--- src/hw/rtl/dmxlf_fifo.sv ---
// ----------------------------------------------------------------------------
// dmxlf_fifo
// small register queue, depth a power of two
// ----------------------------------------------------------------------------
module dmxlf_fifo #(
   parameter type item_type = logic,
   parameter int  DEPTH     = 4
) (
   input  logic                       clock,
   input  logic                       reset,
   input  logic                       push,
   input  item_type                   push_item,
   input  logic                       pop,
   output item_type                   head_item,
   output logic                       empty,
   output logic                       full,
   output logic [$clog2(DEPTH):0]     count
);
   localparam int PW = $clog2(DEPTH);

   item_type           entry_ff [DEPTH];
   logic [PW-1:0]      wr_ptr_ff, wr_ptr_in;
   logic [PW-1:0]      rd_ptr_ff, rd_ptr_in;
   logic [PW:0]        count_ff, count_in;

   always_comb begin
      wr_ptr_in = push ? wr_ptr_ff + 1'b1 : wr_ptr_ff;
      rd_ptr_in = pop ? rd_ptr_ff + 1'b1 : rd_ptr_ff;
      count_in  = count_ff + (PW+1)'(push) - (PW+1)'(pop);
   end

   always_ff @(posedge clock) begin
      if (reset) begin
         wr_ptr_ff <= '0;
         rd_ptr_ff <= '0;
         count_ff  <= '0;
      end else begin
         wr_ptr_ff <= wr_ptr_in;
         rd_ptr_ff <= rd_ptr_in;
         count_ff  <= count_in;
      end
   end

   always_ff @(posedge clock) begin
      if (push) begin
         entry_ff[wr_ptr_ff] <= push_item;
      end
   end

   assign head_item = entry_ff[rd_ptr_ff];
   assign empty     = (count_ff == '0);
   assign full      = (count_ff == (PW+1)'(DEPTH));
   assign count     = count_ff;

   a_no_overflow: assert property (@(posedge clock) disable iff (reset)
      (push && !pop) |-> (count_ff != (PW+1)'(DEPTH)))
      else $error("queue written while full");

endmodule

--- config.mk ---
export PLATFORM = sky130hd
export DESIGN_NAME = dmxlf_fifo
export DESIGN_NICKNAME = d
export VERILOG_FILES = /design/src/hw/rtl/dmxlf_fifo.sv
export SDC_FILE = /design/constraint.sdc
export NUM_CORES = 1
export LEC_CHECK = 0
export BUFFER_PORTS_ARGS = -buffer_cell sky130_fd_sc_hd__buf_4
export CELL_PAD_IN_SITES_DETAIL_PLACEMENT = 0
export CELL_PAD_IN_SITES_GLOBAL_PLACEMENT = 1
export CORE_ASPECT_RATIO = 1.2
export CORE_MARGIN = 2
export CORE_UTILIZATION = 35
export DETAILED_ROUTE_END_ITERATION = 7
export PLACE_DENSITY = 0.73
export SLEW_MARGIN = 20
export SYNTH_ARGS = -nofsm -noshare
export SYNTH_HDL_FRONTEND = slang
export SYNTH_SLANG_ARGS = --single-unit
--- constraint.sdc ---
create_clock -name clock -period 3.95 [get_ports clock]
set_input_delay 0.1975 -clock clock [delete_from_list [all_inputs] [get_ports clock]]
set_output_delay 0.1975 -clock clock [all_outputs]
set_load 0.01 [all_outputs]
==> run metrics <==
ratio of cells with drive above 1 in the final layout=0.262; Final period util=0.447; max-slew violations=0; Max Cap Violations=0; CP max FO=3; most frequent cells in the layout=10 x buf_4, 9 x dfxtp_1, 6 x inv_1, 6 x ha_1, 5 x nor2_1; nets@finish=74; antenna violations before repair=0; ANT cells=0; GRT Total Usage=0.107; crit start category=flop; Power Dens Cells=488 nW/µm²; Post-CTS Setup Repair Bufs=0; Starting DRT DRC Count=2; Max VDD drop=0.000269 V; area fraction of the dominant cell type after synthesis=0.310; most common cell after layout, fill and taps aside=buf_4; synth top area cells=dfxtp_1 31%, edfxtp_1 21%, ha_1 13%; GP Congestion=0.689; worst path required time=4120 ps; FP Rows=16; Layout area overhead=21.5%; element type at the critical path end=flop; Port Buf Inserts=10; synthesized area=582 µm²; HP Class=input pin to flop; H-tree depth=1; fin crit period=1770 ps; first-pass detailed-route iteration total=2; largest net degree at the start of global routing=9; CP arrival=1940 ps; final hold violation count=0; Starting Density=0.363; FF+latch count, synth=13; Clock Tree Root=clkbuf_4; clk slew on worst S/H paths=80 ps; Synthesized Nets=59; yosys warns=0; RSZ-0062 raised after global routing=no; count of final setup violators=0; die footprint=2010 µm²; final antenna-violating net count=0; Die H=48.7 µm; grt total ovfl=0; Peak Freq=566 MHz; LEAKAGE=0.316 nW; status=finished, final reports clean; Post-CTS Resized=0; drt wl/cell=9.87 µm; Ports=11; Routed Wire Length=780 µm; Vias=350; vias in the first global route=345; Die W=41.2 µm; slew margin rel.=0.875; average cell area after synthesis=12.4 µm²; Synth Instances=47; area leader, netlist=dfxtp_1; Clock Sinks=13; via/cell ratio=4.43; CTS Hold Bufs=0; CORE AREA=1600 µm²; CTS tree=yes; clk_lat worst skew=270 ps; maximum buffer depth of the clock tree=2; cts bufs inserted=3; global-route wire length before repair=1430 µm; Fillers=166; Worst Skew=2.45 ps; dpl cell area=679 µm²; Setup Total Neg Slack=0 ps; Unique masters post-synth=17; Seq/Total Area, Yosys=0.516; Worst Max-Slew Pin Slew=186 ps; # DRC=0; Setup CP Type=flop to flop; final instance area=707 µm²; Tot Pwr=0.345 mW
[worst max-delay path, stage by stage, from the launching register on]
cell and delay (ps):
dfxtp_1 350, inv_1 60, ha_1 260, inv_1 40, ha_1 180, fa_1 380, xor3_1 380, nor2_1 40
[metal layers]
| metal | vias up | global-route usage | wire length (µm) |
|---|---|---|---|
| met2 | 4 | 0.156 | 429 |
| met4 | 0 | 0.0806 | 16 |
| met3 | 2 | 0.0275 | 25 |
| met5 | - | 0 | 0 |
| met1 | 164 | 0.127 | 309 |
| li1 | 180 | - | - |
[kinds of logic after synthesis]
logic type,count (synthesis),synth area share
fa+ha+maj,7,0.163
simple gates,14,0.129
buf+inv,6,0.0387
flops,13,0.516
compound gates,2,0.0258
xor+xnor,3,0.0710
mux,2,0.0559
[final timing paths]
kind	cells after the start	startpoint	slack [ps]	end
setup / recovery	7	count[0]	2180	count[2]
hold / removal	1	push_item	130	entry_ff[2]
setup reg to reg	7	count[0]	2180	count[2]
hold reg to reg	2	rd_ptr_ff[1]	530	rd_ptr_ff[1]
[cells in the mapped netlist, drive strengths merged]
master,n
a21bo,1
a21oi,1
and2,4
and3,1
dfxtp,9
edfxtp,4
fa,1
ha,6
inv,6
mux2i,1
mux4,1
nand3b,1
nor2,5
nor2b,2
nor3,1
xnor2,2
xor3,1
[area by class of cell]
class,instances,area [µm²],area share
Sequential cell,13,300,0.425
Tap cell,18,22.5,0.0319
Inverter,6,22.5,0.0319
Multi-Input combinational cell,28,259,0.366
Clock inverter,1,5.00,0.00708
Clock buffer,3,22.5,0.0319
Timing Repair Buffer,10,75.1,0.106
[stage by stage]
stage / std cells / hold WS, ps / util / setup slack, ps
after global routing: 79 / 117 / 0.441 / 2100
final: 79 / 128 / 0.441 / 2180
after detailed placement: 75 / 402 / 0.424 / 2180
after CTS: 79 / 120 / 0.441 / 2160
after floorplan: 47 / 269 / - / 2190
after global placement: 75 / 400 / 0.424 / 2200
[power by group]
part           leakage (nW)  switching [mW]  internal, mW  total (mW)
clock                0.0177          0.0400        0.0374      0.0774
sequential            0.111          0.0138         0.154       0.168
combinational         0.187          0.0395        0.0604      0.0999
total                 0.316          0.0932         0.252       0.345
Power figures use the tool's default switching activity.
