`src/hw/rtl/dmxlf_pkg.sv`:
```
// ----------------------------------------------------------------------------
// dmxlf_pkg
// shared types and codes of the dmx512 link framer
// ----------------------------------------------------------------------------
package dmxlf_pkg;

   localparam int SLOT_W  = 10;
   localparam int BYTE_W  = 8;
   localparam int COUNT_W = 32;
   localparam int FUNC_W  = 3;
   localparam int MODE_W  = 2;

   // request function codes
   localparam logic [FUNC_W-1:0] FN_RX_BYTE  = 3'd0;
   localparam logic [FUNC_W-1:0] FN_RX_BREAK = 3'd1;
   localparam logic [FUNC_W-1:0] FN_TX_DONE  = 3'd2;
   localparam logic [FUNC_W-1:0] FN_READ     = 3'd3;
   localparam logic [FUNC_W-1:0] FN_WRITE    = 3'd4;
   localparam logic [FUNC_W-1:0] FN_POLL     = 3'd5;

   // link modes, code 3 behaves as off
   localparam logic [MODE_W-1:0] MODE_OFF = 2'd0;
   localparam logic [MODE_W-1:0] MODE_RX  = 2'd1;
   localparam logic [MODE_W-1:0] MODE_TX  = 2'd2;

   localparam logic [BYTE_W-1:0] START_DMX = 8'h00;
   localparam logic [BYTE_W-1:0] START_RDM = 8'hCC;

   typedef enum logic [2:0] {
      ST_IDLE,
      ST_BREAK,
      ST_DMX_RECV,
      ST_DMX_COMPLETE,
      ST_RDM_RECV,
      ST_DMX_TX
   } link_state_type;

   typedef enum logic [1:0] {
      OP_NONE,
      OP_WRITE,
      OP_TX_READ,
      OP_HOST_READ
   } op_kind_type;

   // work handed from the front to the back
   typedef struct packed {
      op_kind_type         kind;
      logic                bank;
      logic [SLOT_W-1:0]   addr;
      logic [BYTE_W-1:0]   wdata;
      logic                tx_valid;
      logic                tx_is_break;
      logic                new_frame;
      logic [COUNT_W-1:0]  frame_count;
      logic                rdm_ready;
      logic [SLOT_W-1:0]   rdm_length;
   } op_type;

   typedef struct packed {
      logic                tx_valid;
      logic [BYTE_W-1:0]   tx_byte;
      logic                tx_is_break;
      logic [BYTE_W-1:0]   read_data;
      logic                new_frame;
      logic [COUNT_W-1:0]  frame_count;
      logic                rdm_ready;
      logic [SLOT_W-1:0]   rdm_length;
   } rsp_type;

endpackage

```
`src/hw/rtl/dmxlf_front.sv`:
```
// ----------------------------------------------------------------------------
// dmxlf_front
// link state, slot counter and frame bookkeeping, one request a cycle while requests are accepted
// ----------------------------------------------------------------------------
module dmxlf_front #(
   parameter int SLOTS = 512
) (
   input  logic                               clock,
   input  logic                               reset,
   input  logic                               csr_fire,
   input  logic [dmxlf_pkg::MODE_W-1:0]       csr_link_mode,
   input  logic                               accept,
   input  logic [dmxlf_pkg::FUNC_W-1:0]       func,
   input  logic [dmxlf_pkg::BYTE_W-1:0]       rx_byte,
   input  logic [dmxlf_pkg::SLOT_W-1:0]       slot_address,
   input  logic [dmxlf_pkg::BYTE_W-1:0]       slot_value,
   output logic                               op_push,
   output dmxlf_pkg::op_type                  op
);
   import dmxlf_pkg::*;

   localparam logic [SLOT_W-1:0] LAST_SLOT = SLOT_W'(SLOTS);
   localparam logic [SLOT_W-1:0] TX_END    = SLOT_W'(SLOTS + 1);
   localparam logic [SLOT_W:0]   ADDR_MAX  = (SLOT_W+1)'(SLOTS);

   logic [MODE_W-1:0]  mode_ff, mode_in;
   link_state_type     state_ff, state_in;
   logic [SLOT_W-1:0]  slot_ff, slot_in;
   logic               live_ff, live_in;
   logic [COUNT_W-1:0] frames_ff, frames_in;
   logic               flag_ff, flag_in;

   logic [SLOT_W-1:0]  slot_inc;
   logic               slot_room;
   logic               addr_ok;
   logic               is_rx;
   logic               is_tx;

   assign slot_inc  = slot_ff + 1'b1;
   assign slot_room = (slot_ff < LAST_SLOT);
   assign addr_ok   = ({1'b0, slot_address} <= ADDR_MAX);
   assign is_rx     = (mode_ff == MODE_RX);
   assign is_tx     = (mode_ff == MODE_TX);

   // next state
   always_comb begin
      mode_in   = mode_ff;
      state_in  = state_ff;
      slot_in   = slot_ff;
      live_in   = live_ff;
      frames_in = frames_ff;
      flag_in   = flag_ff;
      if (csr_fire) begin
         mode_in  = csr_link_mode;
         slot_in  = '0;
         state_in = (csr_link_mode == MODE_TX) ? ST_BREAK : ST_IDLE;
      end else if (accept) begin
         case (func)
            FN_RX_BYTE: begin
               if (is_rx) begin
                  case (state_ff)
                     ST_BREAK: begin
                        if (rx_byte == START_DMX) begin
                           state_in = ST_DMX_RECV;
                        end else if (rx_byte == START_RDM) begin
                           state_in = ST_RDM_RECV;
                        end else begin
                           state_in = ST_IDLE;
                        end
                     end
                     ST_DMX_RECV, ST_RDM_RECV: begin
                        if (slot_room) begin
                           slot_in = slot_inc;
                        end
                        if (!slot_room || slot_inc >= LAST_SLOT) begin
                           state_in = (state_ff == ST_DMX_RECV) ? ST_DMX_COMPLETE : ST_IDLE;
                        end
                     end
                     default: ;
                  endcase
               end
            end
            FN_RX_BREAK: begin
               if (is_rx) begin
                  if (state_ff == ST_DMX_RECV || state_ff == ST_DMX_COMPLETE) begin
                     frames_in = frames_ff + 1'b1;
                     live_in   = ~live_ff;
                     flag_in   = 1'b1;
                  end
                  slot_in  = '0;
                  state_in = ST_BREAK;
               end
            end
            FN_TX_DONE: begin
               if (is_tx) begin
                  if (state_ff == ST_BREAK) begin
                     state_in = ST_DMX_TX;
                  end else if (state_ff == ST_DMX_TX) begin
                     if (slot_ff >= TX_END) begin
                        slot_in  = '0;
                        state_in = ST_BREAK;
                     end else begin
                        slot_in = slot_inc;
                     end
                  end
               end
            end
            FN_POLL: begin
               flag_in = 1'b0;
            end
            default: ;
         endcase
      end
   end

   // work item for the back
   always_comb begin
      op             = '0;
      op.kind        = OP_NONE;
      op.bank        = live_ff;
      op.frame_count = frames_in;
      case (func)
         FN_RX_BYTE: begin
            if (is_rx && (state_ff == ST_DMX_RECV || state_ff == ST_RDM_RECV)
                && slot_room) begin
               op.kind  = OP_WRITE;
               op.addr  = slot_inc;
               op.wdata = rx_byte;
            end
         end
         FN_RX_BREAK: begin
            if (is_rx && state_ff == ST_RDM_RECV) begin
               op.rdm_ready  = 1'b1;
               op.rdm_length = slot_ff;
            end
         end
         FN_TX_DONE: begin
            if (is_tx && state_ff == ST_BREAK) begin
               op.tx_valid = 1'b1;
            end else if (is_tx && state_ff == ST_DMX_TX) begin
               op.tx_valid = 1'b1;
               if (slot_ff >= TX_END) begin
                  op.tx_is_break = 1'b1;
               end else begin
                  op.kind = OP_TX_READ;
                  op.addr = slot_ff;
               end
            end
         end
         FN_READ: begin
            if (addr_ok) begin
               op.kind = OP_HOST_READ;
               op.bank = ~live_ff;
               op.addr = slot_address;
            end
         end
         FN_WRITE: begin
            if (addr_ok) begin
               op.kind  = OP_WRITE;
               op.addr  = slot_address;
               op.wdata = slot_value;
            end
         end
         FN_POLL: begin
            op.new_frame = flag_ff;
         end
         default: ;
      endcase
   end

   assign op_push = accept;

   always_ff @(posedge clock) begin
      if (reset) begin
         mode_ff   <= MODE_OFF;
         state_ff  <= ST_IDLE;
         slot_ff   <= '0;
         live_ff   <= 1'b0;
         frames_ff <= '0;
         flag_ff   <= 1'b0;
      end else begin
         mode_ff   <= mode_in;
         state_ff  <= state_in;
         slot_ff   <= slot_in;
         live_ff   <= live_in;
         frames_ff <= frames_in;
         flag_ff   <= flag_in;
      end
   end

   a_slot_bound: assert property (@(posedge clock) disable iff (reset)
      slot_ff <= TX_END)
      else $error("slot counter past end of frame");

   a_tx_mode: assert property (@(posedge clock) disable iff (reset)
      (state_ff == ST_DMX_TX) |-> (mode_ff == MODE_TX))
      else $error("transmit state outside transmit mode");

endmodule

```
`config.mk`:
```
export PLATFORM = sky130hd
export DESIGN_NAME = dmxlf_front
export DESIGN_NICKNAME = d
export VERILOG_FILES = /design/src/hw/rtl/dmxlf_pkg.sv /design/src/hw/rtl/dmxlf_front.sv
export SDC_FILE = /design/constraint.sdc
export NUM_CORES = 1
export LEC_CHECK = 0
export BUFFER_PORTS_ARGS = -buffer_cell sky130_fd_sc_hd__buf_2
export CORE_UTILIZATION = 40
export CTS_CLUSTER_DIAMETER = 40
export DETAILED_ROUTE_END_ITERATION = 16
export RECOVER_POWER = 100
export SYNTH_ARGS = -nofsm -noshare
export SYNTH_HDL_FRONTEND = slang
export SYNTH_SLANG_ARGS = --single-unit
```
`constraint.sdc`:
```
create_clock -name clock -period 3.57 [get_ports clock]
set_input_delay 0.714 -clock clock [delete_from_list [all_inputs] [get_ports clock]]
set_output_delay 0.714 -clock clock [all_outputs]
set_load 0.02 [all_outputs]
```
==> results by group <==
Route
  – Met2 WL: between 4000 and 5000 um
  – Initial DRC Count: about 110
  – Drt first pass iters: 4
  – WL met3: 330 um
  – Vias per cell: roughly 5.5
  – Via count of the routed design: approximately 3.5k
  – WL met1: 4204 um
  – Drc violations: 0
  – Antenna-violating nets left: 0
  – Wire per inst: approximately 14 um
  – Highest metal used: met4
  – DRT Wirelength: about 9100 um

Layout
  – Fin cells: 631
  – Share of cells above drive strength 1: between 15 and 20%
  – Post-layout net count: approximately 570
  – Cell area after layout: a little over 4000 um^2
  – Area grow syn2layout: 18.70%
  – Multi-input gate area: between 2000 and 2500 um^2
  – Final Core Density: roughly half
  – N_diodes: 0
  – # fillers: between 800 and 900
  – Reg area: approximately 980 um^2

Synthesis
  – Cells after synthesis: between 400 and 500
  – Mean post-synth cell area: 7.848 um^2
  – Top post-synthesis cells by area: dfxtp_1 (29%), xnor2_1 (6.4%), nor2b_1 (5.7%)
  – EDFF count, synth: 0
  – Sequential area share after synthesis: 28.87%
  – Post-Syn Nets: roughly 470
  – Top FF cell, synth: dfxtp_1
  – Synthesized area: 3398 um^2
  – Synth Warn #: 0
  – Distinct cells, synth: 58
  – Synth cell count leaders: dfxtp_1 (49), nand2_1 (40), nor2b_1 (31)
  – Most frequent cell after synthesis: dfxtp_1
  – #FFs+latches synth: just under 50
  – Yosys top cell by area: dfxtp_1
  – Synth top area share: ~29%
  – FFs w/ async S/R, synth: 0%

Worst setup path
  – CP Launch Type: input pin
  – CP Class: input pin to output pin
  – Worst EP required: roughly 2.9 ns
  – CP max stage cell: or4_4
  – Crit path max fanout: 13
  – Worst path max stage delay: ~0.5 ns
  – Worst setup EP type: output pin
  – Worst path cell trace: buf_2 > nand4bb_1 > or4_4 > nor4_4 > or3b_2 > nand2_1 > clkbuf_2
  – Arrival time at the worst endpoint: approximately 2.6 ns

Power
  – Total power: ~0.99 mW
  – Part of the power in combinational logic: 10.1%
  – Clock power frac: between 30% and 40%
  – Worst VDD drop: about 160 uV
  – Switching share of power: 24.77%
  – Pwr dens: 244.2 nW/um^2
  – Internal: about 0.74 mW
  – Cell leakage power: approximately 1.6 nW
  – P_sw: 0.2440 mW
  – Sequential Power Share: about 56%

Placement
  – GPL Wtd Cong: 0.8422
  – Dpl hpwl: approximately 7000 um
  – Placed Cells: 623
  – PortBufs: between 100 and 150
  – Placed Area: ~4000 um^2
  – Pre-CTS setup slack: ~0.15 ns

Global route
  – Initial antenna violation count: 0
  – Total track usage: between 20% and 30%
  – Vias in the first global route: between 3k and 4k
  – Wire length of the first global-routing pass: 15240 um
  – Largest net degree at the start of global routing: 43
  – Total gr overflow: 0

STA
  – RSZ-0062 raised after global routing: no
  – Slew at the pin closest to its max-slew limit: between 1.5 and 2 ns
  – Relative slew margins: -21.06%
  – Setup TNS: 0 ns
  – Final Cycle Share: ~94%
  – Worst setup margin: between 0.2 and 0.25 ns
  – Final Hold Fails: 0
  – Min Tclk post-route: approximately 3.4 ns
  – Worst clock skew: ~0.0027 ns
  – Final setup fails: 0
  – Final Hold Slack: 0.4879 ns
  – Fin. max-slew vios: 43
  – Fmax: 0.2977 GHz

Floorplan
  – Die height: 94.17 um
  – Die Footprint: between 8000 and 9000 um^2
  – Std-Cell Rows: 33
  – I/O Pins: ~100
  – Chip width: around 94 um
  – Core area: between 8000 and 9000 um^2
  – Initial core utilization: between 40% and 50%

Run status
  – Status: complete, but fails checks
  – Failing checks: max-capacitance violations, max-slew violations

CTS
  – Post-CTS resize count: 0
  – Clock Path Buffers: 2
  – Clock Sinks: 49
  – TritonCTS clock tree: built
  – H-tree depth: 2
  – Clk slew on worst S/H paths: 0.09 ns
  – Worst skew pair latency: approximately 0.29 ns
  – Number of CTS-inserted buffers: 5
  – Clk root buf: clkbuf_8

Flow run
  – Max Cap Viol: 1

Hold path
  – Worst hold path class: flop to flop
==> state kept, by name, summed over array words and instances (netlist names) <==
register,flops
mode_ff,2
slot_ff,10
frames_ff,32
state_ff,3
live_ff,1
flag_ff,1
==> final cells by class <==
| type | instances | share of cell area, % |
|---|---|---|
| Clock buffer | 6 | 2.047 |
| Clock inverter | 1 | 0.1861 |
| Inverter | 9 | 0.8375 |
| Multi-Input combinational cell | 348 | 56.39 |
| Sequential cell | 49 | 24.32 |
| Tap cell | 105 | 3.257 |
| Timing Repair Buffer | 113 | 12.97 |
==> critical path, delay by kind of cell <==
| kind | cells | cell delay [ns] |
|---|---|---|
| simple gates | 5 | 1.56 |
| buf+inv | 2 | 0.37 |
==> power by group through the flow <==
stage / Clock [mW] / Combinational [mW] / Sequential, mW
final: 0.332 / 0.0999 / 0.553
after detailed placement: 0 / 0.101 / 0.566
after global placement: 0 / 0.0999 / 0.566
after global routing: 0.372 / 0.110 / 0.555
after floorplan: 0 / 0.0603 / 0.563
after CTS: 0.344 / 0.102 / 0.554
==> path summary, 6_finish.rpt <==
kind | startpoint | end | slack (ns) | cells after the start
max | func[0] | op[30] | 0.21 | 7
min | flag_ff | flag_ff | 0.49 | 2
max reg2reg | slot_ff[2] | state_ff[1] | 1.28 | 5
min reg2reg | flag_ff | flag_ff | 0.49 | 2
==> per-layer routing <==
layer | track usage (%) | vias to the layer above
li1 | - | 1756
met1 | 28.47 | 1622
met2 | 35.81 | 72
met3 | 3.317 | 8
met4 | 4.231 | 0
met5 | 0 | -
==> kinds of logic (layout without fill, tap and decap cells) <==
logic type / Yosys count / count (layout) / synth area share [%]
and+or+nand+nor: 230 / 230 / 39.40
AOI/OAI and AO/OA: 73 / 73 / 14.73
DFF: 49 / 49 / 28.87
buffers and inverters: 36 / 129 / 4.197
xor gates and xnor gates: 29 / 29 / 7.474
muxes: 12 / 12 / 3.866
adders and majority gates: 4 / 4 / 1.473
==> what timing repair did <==
| action | CTS | global route |
|---|---|---|
| setup endpoints to repair | 0 | 8 |
| hold buffers | 0 | 0 |
| setup buffers | 0 | 1 |
==> cells in the final DEF, fill, tap and decap left out, types with 3 or more instances in the layout <==
cell,n
buf_2,50
dfxtp_1,49
clkbuf_1,48
nand2_1,40
nor2b_1,31
nor2_1,30
xnor2_1,25
nand3_1,19
a21oi_1,19
o21ai_0,17
nand4_1,15
and3_1,11
nor3_1,11
inv_1,9
or3_1,9
mux2_2,9
nor4_1,8
a22o_1,8
clkbuf_2,8
nand2b_1,7
buf_4,7
and2_0,6
and2_1,6
clkbuf_8,6
nor3b_1,4
nand4b_1,4
and4_1,4
nor4bb_1,4
xor2_1,4
a32o_1,4
ha_1,4
a31oi_1,3
a221o_1,3
o311ai_0,3
nand3b_1,3
or2_2,3
mux2i_1,3
or4_1,3
Note: power is estimated with default switching activity, not from simulation.
